$ cat config.mk
export PLATFORM = sky130hd
export DESIGN_NAME = ipv4_prefix_acl_first_match_core
export DESIGN_NICKNAME = d
export VERILOG_FILES = /design/src/hdl/ipacl_pkg.sv /design/src/hdl/ipacl_ctrl.sv /design/src/hdl/ipacl_dp.sv /design/src/hdl/ipv4_prefix_acl_first_match_core.sv
export SDC_FILE = /design/constraint.sdc
export NUM_CORES = 2
export LEC_CHECK = 0
export BUFFER_PORTS_ARGS = -buffer_cell sky130_fd_sc_hd__buf_2
export CORE_ASPECT_RATIO = 1.1
export CORE_MARGIN = 2
export CORE_UTILIZATION = 49
export CTS_CLUSTER_SIZE = 28
export DETAILED_ROUTE_END_ITERATION = 16
export PLACE_DENSITY = 0.75
export SETUP_SLACK_MARGIN = 0.02
export SLEW_MARGIN = 5
export SYNTH_ARGS = -nofsm -noshare
export SYNTH_HDL_FRONTEND = slang
export SYNTH_SLANG_ARGS = --single-unit
$ cat constraint.sdc
create_clock -name clk_i -period 8.35 [get_ports clk_i]
set_input_delay 0.4175 -clock clk_i [delete_from_list [all_inputs] [get_ports clk_i]]
set_output_delay 0.4175 -clock clk_i [all_outputs]
set_load 0.01 [all_outputs]
$ cat src/hdl/ipacl_pkg.sv
// Types, constants and helper functions of the IPv4 prefix ACL core.
package ipacl_pkg;

  localparam int unsigned MAX_RULES_DEF = 64;
  localparam int unsigned ADDR_W        = 32;
  localparam int unsigned PLEN_W        = 6;
  localparam logic [PLEN_W-1:0] PLEN_MAX = PLEN_W'(ADDR_W);

  localparam logic KIND_APPEND = 1'b0;
  localparam logic KIND_LOOKUP = 1'b1;

  // One stored rule.
  typedef struct packed {
    logic [ADDR_W-1:0] base;
    logic [PLEN_W-1:0] plen;
    logic              allow;
  } rule_t;

  // Controller to datapath.
  typedef struct packed {
    logic append;     // write the incoming rule, latch the append result
    logic scan_start; // latch the lookup address, rewind the scan
    logic scan;       // read and compare one rule this cycle
    logic res_hit;    // latch the verdict of the matching rule
    logic res_miss;   // latch the default verdict
    logic load_out;   // move the pending result into the output register
  } cmd_t;

  // Datapath to controller.
  typedef struct packed {
    logic hit;
    logic done;
    logic out_free;
  } sts_t;

  function automatic logic [PLEN_W-1:0] sat_plen(input logic [PLEN_W-1:0] p);
    sat_plen = (p > PLEN_MAX) ? PLEN_MAX : p;
  endfunction

  // Leading-ones mask: bit 31 is set for any prefix of one or more.
  function automatic logic [ADDR_W-1:0] prefix_mask(input logic [PLEN_W-1:0] p);
    logic [ADDR_W-1:0] m;
    m = '0;
    for (int i = 0; i < ADDR_W; i++) begin
      m[ADDR_W-1-i] = (PLEN_W'(i) < p);
    end
    prefix_mask = m;
  endfunction

endpackage

$ cat src/hdl/ipacl_ctrl.sv
// Sequencer of the IPv4 prefix ACL core: accept, scan and emit.
module ipacl_ctrl
  import ipacl_pkg::*;
(
  input  logic clk_i,
  input  logic rst_ni,
  input  logic in_valid_i,
  input  logic in_kind_i,
  input  sts_t sts_i,
  output logic busy_o,
  output cmd_t cmd_o
);

  typedef enum logic [1:0] {
    ST_IDLE,
    ST_SCAN,
    ST_EMIT
  } state_e;

  state_e state_q, state_d;

  always_comb begin
    state_d = state_q;
    cmd_o   = '0;
    case (state_q)
      ST_IDLE: begin
        if (in_valid_i) begin
          if (in_kind_i == KIND_APPEND) begin
            cmd_o.append = 1'b1;
            state_d      = ST_EMIT;
          end else begin
            cmd_o.scan_start = 1'b1;
            state_d          = ST_SCAN;
          end
        end
      end
      ST_SCAN: begin
        cmd_o.scan = 1'b1;
        if (sts_i.hit) begin
          cmd_o.res_hit = 1'b1;
          state_d       = ST_EMIT;
        end else if (sts_i.done) begin
          cmd_o.res_miss = 1'b1;
          state_d        = ST_EMIT;
        end
      end
      ST_EMIT: begin
        if (sts_i.out_free) begin
          cmd_o.load_out = 1'b1;
          state_d        = ST_IDLE;
        end
      end
      default: begin
        state_d = ST_IDLE;
      end
    endcase
  end

  always_ff @(posedge clk_i or negedge rst_ni) begin
    if (!rst_ni) begin
      state_q <= ST_IDLE;
    end else begin
      state_q <= state_d;
    end
  end

  assign busy_o = (state_q != ST_IDLE);

endmodule

$ cat src/hdl/ipacl_dp.sv
// Datapath of the IPv4 prefix ACL core: rule memory, scan compare, result registers.
module ipacl_dp
  import ipacl_pkg::*;
#(
  parameter int unsigned MAX_RULES = MAX_RULES_DEF
) (
  input  logic              clk_i,
  input  logic              rst_ni,
  input  cmd_t              cmd_i,
  output sts_t              sts_o,
  input  logic [ADDR_W-1:0] in_address_i,
  input  logic [PLEN_W-1:0] in_prefix_len_i,
  input  logic              in_rule_allow_i,
  input  logic              cfg_we_i,
  input  logic              cfg_data_i,
  input  logic              out_stall_i,
  output logic              out_valid_o,
  output logic              out_allowed_o,
  output logic              out_matched_o,
  output logic              out_dropped_o
);

  localparam int unsigned CNT_W = $clog2(MAX_RULES + 1);
  localparam int unsigned IDX_W = (MAX_RULES > 1) ? $clog2(MAX_RULES) : 1;
  localparam logic [CNT_W-1:0] CNT_FULL = CNT_W'(MAX_RULES);

  rule_t             mem [MAX_RULES];
  logic [CNT_W-1:0]  cnt_q;
  logic [CNT_W-1:0]  rd_idx_q;
  logic              rd_vld_q;
  rule_t             rd_q;
  logic [ADDR_W-1:0] addr_q;
  logic              dflt_q;
  logic              res_allowed_q, res_matched_q, res_dropped_q;
  logic              out_vld_q;
  logic              out_allowed_q, out_matched_q, out_dropped_q;
  logic              full;
  logic              issue;
  rule_t             wr_rule;

  assign full  = (cnt_q == CNT_FULL);
  assign issue = cmd_i.scan && (rd_idx_q < cnt_q);

  assign wr_rule.base  = in_address_i;
  assign wr_rule.plen  = sat_plen(in_prefix_len_i);
  assign wr_rule.allow = in_rule_allow_i;

  // Rule memory: one write port at the fill count, one registered read port.
  always_ff @(posedge clk_i) begin
    if (cmd_i.append && !full) begin
      mem[cnt_q[IDX_W-1:0]] <= wr_rule;
    end
    if (issue) begin
      rd_q <= mem[rd_idx_q[IDX_W-1:0]];
    end
    if (cmd_i.scan_start) begin
      addr_q <= in_address_i;
    end
  end

  always_ff @(posedge clk_i or negedge rst_ni) begin
    if (!rst_ni) begin
      cnt_q    <= '0;
      rd_idx_q <= '0;
      rd_vld_q <= 1'b0;
      dflt_q   <= 1'b0;
    end else begin
      if (cfg_we_i) begin
        dflt_q <= cfg_data_i;
      end
      if (cmd_i.append && !full) begin
        cnt_q <= cnt_q + CNT_W'(1);
      end
      if (cmd_i.scan_start) begin
        rd_idx_q <= '0;
        rd_vld_q <= 1'b0;
      end else if (cmd_i.scan) begin
        rd_vld_q <= issue;
        if (issue) begin
          rd_idx_q <= rd_idx_q + CNT_W'(1);
        end
      end
    end
  end

  assign sts_o.hit      = rd_vld_q && (((addr_q ^ rd_q.base) & prefix_mask(rd_q.plen)) == '0);
  assign sts_o.done     = !rd_vld_q && (rd_idx_q >= cnt_q);
  assign sts_o.out_free = !out_vld_q || !out_stall_i;

  // Pending result, held until the output register is free.
  always_ff @(posedge clk_i) begin
    if (cmd_i.append) begin
      res_allowed_q <= 1'b0;
      res_matched_q <= 1'b0;
      res_dropped_q <= full;
    end else if (cmd_i.res_hit) begin
      res_allowed_q <= rd_q.allow;
      res_matched_q <= 1'b1;
      res_dropped_q <= 1'b0;
    end else if (cmd_i.res_miss) begin
      res_allowed_q <= dflt_q;
      res_matched_q <= 1'b0;
      res_dropped_q <= 1'b0;
    end
    if (cmd_i.load_out) begin
      out_allowed_q <= res_allowed_q;
      out_matched_q <= res_matched_q;
      out_dropped_q <= res_dropped_q;
    end
  end

  always_ff @(posedge clk_i or negedge rst_ni) begin
    if (!rst_ni) begin
      out_vld_q <= 1'b0;
    end else if (cmd_i.load_out) begin
      out_vld_q <= 1'b1;
    end else if (!out_stall_i) begin
      out_vld_q <= 1'b0;
    end
  end

  assign out_valid_o   = out_vld_q;
  assign out_allowed_o = out_allowed_q;
  assign out_matched_o = out_matched_q;
  assign out_dropped_o = out_dropped_q;

endmodule

$ cat src/hdl/ipv4_prefix_acl_first_match_core.sv
// Top level of the IPv4 prefix access control list core, first-match lookup.
//
// Keeps an ordered list of up to MAX_RULES rules (base address, prefix length
// 0..32, allow/deny) and answers every input item with exactly one result item.
// An append item (kind 0) writes its rule behind the last one; prefix lengths
// above 32 are saturated to 32, and a full list refuses the rule and reports
// dropped. A lookup item (kind 1) walks the rules in load order, one rule per
// cycle through the single read port of the rule memory, and stops at the first
// rule whose prefix covers the address; with no covering rule the verdict comes
// from default_allow, which the user must write over the cfg port only while the
// core is idle; the core itself does not enforce this. An append goes from idle
// to the emit state; a lookup goes from idle through the scan state, which reads
// and compares the rules, to the emit state. The result moves into the output
// register as the core returns to idle, so it is there when the next item can
// be taken; a previous result still stalled in that register holds the core
// until it leaves. The next item is taken as soon as the result has moved into
// the output register, even while that register is still stalled downstream.
// The rule store needs no clearing after reset.
module ipv4_prefix_acl_first_match_core
  import ipacl_pkg::*;
#(
  parameter int unsigned MAX_RULES = MAX_RULES_DEF
) (
  input  logic              clk_i,
  input  logic              rst_ni,
  // item input
  input  logic              in_valid_i,
  output logic              in_stall_o,
  input  logic              in_kind_i,
  input  logic [ADDR_W-1:0] in_address_i,
  input  logic [PLEN_W-1:0] in_prefix_len_i,
  input  logic              in_rule_allow_i,
  // result output
  output logic              out_valid_o,
  input  logic              out_stall_i,
  output logic              out_allowed_o,
  output logic              out_matched_o,
  output logic              out_dropped_o,
  // default_allow register write
  input  logic              cfg_valid_i,
  output logic              cfg_ready_o,
  input  logic              cfg_data_i
);

  cmd_t cmd;
  sts_t sts;
  logic busy;

  // Always taken, unchecked; the user must send config only while core is idle.
  assign cfg_ready_o = 1'b1;
  assign in_stall_o  = busy;

  ipacl_ctrl u_ctrl (
    .clk_i      (clk_i),
    .rst_ni     (rst_ni),
    .in_valid_i (in_valid_i),
    .in_kind_i  (in_kind_i),
    .sts_i      (sts),
    .busy_o     (busy),
    .cmd_o      (cmd)
  );

  ipacl_dp #(
    .MAX_RULES (MAX_RULES)
  ) u_dp (
    .clk_i           (clk_i),
    .rst_ni          (rst_ni),
    .cmd_i           (cmd),
    .sts_o           (sts),
    .in_address_i    (in_address_i),
    .in_prefix_len_i (in_prefix_len_i),
    .in_rule_allow_i (in_rule_allow_i),
    .cfg_we_i        (cfg_valid_i && cfg_ready_o),
    .cfg_data_i      (cfg_data_i),
    .out_stall_i     (out_stall_i),
    .out_valid_o     (out_valid_o),
    .out_allowed_o   (out_allowed_o),
    .out_matched_o   (out_matched_o),
    .out_dropped_o   (out_dropped_o)
  );

endmodule

==> flow_metrics.py <==
metrics = {
    "floorplanning": {
        "num_rows": 172,
        "coreArea_um2": 200000,
        "ios": 52,
        "die-width_um": 432,
        "dieArea_um2": 205000,
        "dieHeight_um": 475,
        "start_util": 0.494,
    },
    "status": {
        "status": "complete, no violations",
    },
    "flow_run": {
        "cap_viol_max_count": 0,
    },
    "synthesis": {
        "avgSynthCellArea_um2": 25.3,
        "syn-instance-count": 3898,
        "synth_area_leaders": "edfxtp_1 (78%), mux4_2 (19%), dfrtp_1 (0.48%)",
        "ys.flop_type": "edfxtp_1",
        "yosysSeqAreaShare": 0.787,
        "synth_fp_nets": 3954,
        "async_reset_ff_frac": 0.00733,
        "synth_area_leader_cell": "edfxtp_1",
        "yosysTopAreaCellShare": 0.782,
        "yosys.cell_count.top_type": "edfxtp_1",
        "synth_edf_count": 2571,
        "synth_warnings": 0,
        "synth_common_cells": "edfxtp_1 (2571), mux4_2 (819), clkbuf_1 (92)",
        "netlist_area_um2": 98700,
        "ys_ff_latch": 2592,
        "yosysUniqueCellTypes": 51,
    },
    "sta": {
        "setup_violations": 0,
        "timing.final.crit_share": 0.576,
        "max_freq_mhz": 208,
        "worst_pin_slew_ns": 1.28,
        "rsz0062_at_grt": "no",
        "slew_violations": 0,
        "hold_ws_ns": 0.0477,
        "finalHoldViolations": 0,
        "relSlewSlack": 0.149,
        "fin_tns_setup_ns": 0,
        "finalCriticalPeriod_ns": 4.81,
        "clock_skew_ns": 0.0510,
    },
    "route": {
        "wire_per_inst_um": 36.4,
        "detail-route-antenna-nets": 0,
        "routed_via_density": 6.64,
        "initialDrtViolationCount": 7108,
        "wirelength_um": 251000,
        "drtPass1Iterations": 6,
        "via_count": 45900,
        "remaining_drc_errors": 0,
    },
    "clock_tree": {
        "htree_levels": 4,
        "ctsResizeCount": 0,
        "root_buffer": "clkbuf_16",
        "clock-sinks": 2592,
        "insertion_delay_ns": 0.89,
        "cts_tree": "done",
        "ctsLongestPathBuffers": 3,
        "clkTransAtPathRegs_ns": 0.07,
        "cts_buffers": 233,
    },
    "critical_path": {
        "r2r_slack_ns": 3.54,
        "crit_path_start_kind": "register",
        "worstSetupPathType": "reg -> reg",
        "r2r-end": "u_dp.mem[12][21]$_DFFE_PP_",
        "critPathRequiredTime_ns": 8.85,
        "end_kind": "register",
        "r2r.worst_path.cells": 7,
        "cp_cell_sequence": "clkinv_1 > nand3_1 > or3_1 > and3_1 > nand3_1 > nor2_4 > buf_4",
        "cp_slowest_cell": "nor2_4",
        "slowest_delay_ns": 1.08,
        "r2r_start": "u_dp.cnt_q[3]$_DFFE_PN0P_",
        "cp_top_family": "simple AND/OR/NAND/NOR gates",
        "cp.arrival_ns": 5.31,
        "crit_buf_inv": 2,
        "cp_max_fo": 24,
        "critical_path.most_common_cell": "nand3_1",
    },
    "power_and_ir_drop": {
        "p_leak_nw": 33.5,
        "power.density_nw_per_um2": 307,
        "ir_worst_vdd_mv": 0.237,
    },
    "layout": {
        "seq_area_um2": 77700,
        "drive_above_1_share": 0.326,
        "nets": 4150,
        "n_fill_cell": 13800,
        "syn_to_final_growth_pct": 12.0,
        "multi_input_area_um2": 20600,
    },
    "hold_path": {
        "worstHoldPathType": "in -> async",
    },
    "global_route": {
        "grt-ovfl-total": 0,
        "grt_usage": 0.247,
        "grt_pass1_vias": 46600,
        "grt_antenna_before_repair": 10,
        "grt_max_degree": 147,
        "grt_pass1_wl_um": 353000,
    },
    "placement": {
        "place_congestion": 0.802,
        "portBuffers": 50,
        "dp_hpwl_um": 125000,
    },
}
## sequential cells by signal, summed over array words and instances, names as in the netlist
name and count:
u_dp.cnt_q 7, u_dp.rd_idx_q 7, u_dp.out_matched_o 1, u_dp.out_valid_o 1, u_dp.dflt_q 1, u_dp.res_allowed_q 1, u_dp.mem 2496, u_ctrl.state_q 2
u_dp.res_matched_q 1, u_dp.rd_q 39, u_dp.out_dropped_o 1, u_dp.rd_vld_q 1, u_dp.addr_q 32, u_dp.res_dropped_q 1, u_dp.out_allowed_o 1
## final cells by class
type,instances,share of cell area
antenna,9,0.000204
inverter,12,0.000407
tap,2610,0.0295
clock buffer,273,0.0547
timing repair buffer,162,0.0116
clock inverter,158,0.0145
sequential,2592,0.703
multi-input combinational,1093,0.186
## cells in the final DEF, fill, tap and decap left out, types with 5 or more instances in the layout
| cell | Yosys | routed |
|---|---|---|
| xor2_1 | 25 | 25 |
| xnor2_1 | 16 | 16 |
| buf_2 | 57 | 50 |
| clkinv_2 | 0 | 50 |
| inv_1 | 10 | 9 |
| dfrtp_4 | 0 | 6 |
| inv_16 | 0 | 7 |
| ha_1 | 10 | 10 |
| nand3_1 | 15 | 15 |
| dlygate4sd3_1 | 0 | 9 |
| dfrtp_1 | 19 | 13 |
| nor2_1 | 81 | 17 |
| nor3_1 | 6 | 6 |
| edfxtp_1 | 2571 | 2571 |
| diode_2 | 0 | 9 |
| nand4_1 | 8 | 8 |
| clkinv_1 | 2 | 56 |
| clkbuf_16 | 0 | 235 |
| mux4_2 | 819 | 819 |
| bufinv_16 | 0 | 25 |
| a21oi_1 | 17 | 17 |
| buf_12 | 0 | 12 |
| o21ai_0 | 16 | 16 |
| nand2_1 | 19 | 19 |
| clkbuf_1 | 92 | 35 |
| clkinvlp_4 | 0 | 10 |
| nor2b_4 | 0 | 5 |
| nor2_4 | 0 | 64 |
| buf_4 | 15 | 90 |
## per-stage QoR
step	power, W	area, µm²	std cells	setup WS (ns)	util
finish	0.0339	111000	6909	3.54	0.553
CTS	0.0341	110000	6892	3.68	0.552
floorplan	0.0209	98700	3898	4.49	-
global route	0.0348	111000	6908	3.51	0.553
detailed placement	0.0233	103000	6455	3.79	0.514
global placement	0.0233	103000	6455	3.88	0.514
## worst reg2reg max path: cells and delay by family (launching register included)
kind                   cells  cell delay [ns]
AND/OR/NAND/NOR            5             3.00
buffers and inverters      2             0.94
flip-flops                 1             0.46
## what timing repair did
action                    CTS  global route
setup buffers               0             0
hold buffers                6             3
hold endpoints to repair   25            14
## cell families (layout without fill, tap and decap cells)
| logic type | count (synthesis) | after routing | share of synthesized area |
|---|---|---|---|
| AO/OA/AOI/OAI | 65 | 65 | 0.00423 |
| multiplexers | 822 | 822 | 0.187 |
| flip-flops | 2592 | 2592 | 0.787 |
| buffers and inverters | 213 | 605 | 0.00962 |
| XOR/XNOR | 41 | 41 | 0.00364 |
| adder cells (fa/ha/maj) | 10 | 10 | 0.00127 |
| AND/OR/NAND/NOR | 154 | 154 | 0.00703 |
| other | 1 | 10 | 0.0000380 |
## power by group
| part | switching [W] | internal, W |
|---|---|---|
| sequential | 0.000483 | 0.0147 |
| clock | 0.00480 | 0.00598 |
| combinational | 0.00402 | 0.00397 |
| total | 0.00931 | 0.0246 |
## worst max-delay path by stage
stage	to	cells past startpoint	slack, ns	from
detailed placement	u_dp.mem[12][26]$_DFFE_PP_	7	3.79	u_dp.cnt_q[3]$_DFFE_PN0P_
floorplan	u_dp.rd_idx_q[4]$_DFFE_PN0P_	10	4.49	u_dp.cnt_q[3]$_DFFE_PN0P_
CTS	u_dp.mem[12][26]$_DFFE_PP_	7	3.68	u_dp.cnt_q[3]$_DFFE_PN0P_
global route	u_dp.mem[3][31]$_DFFE_PP_	7	3.51	u_dp.cnt_q[3]$_DFFE_PN0P_
global placement	u_dp.mem[14][23]$_DFFE_PP_	7	3.88	u_dp.cnt_q[3]$_DFFE_PN0P_
finish	u_dp.mem[12][21]$_DFFE_PP_	7	3.54	u_dp.cnt_q[3]$_DFFE_PN0P_
## per-layer routing
metal / track usage / share of wire / up-vias / routed length, µm
met5: 0 / 0 / - / 0
met4: 0.116 / 0.049 / 0 / 12200
met3: 0.0524 / 0.11 / 537 / 26600
met2: 0.396 / 0.49 / 3263 / 124000
met1: 0.326 / 0.35 / 24700 / 88400
li1: - / - / 17400 / -
Note: power is estimated with default switching activity, not from simulation.
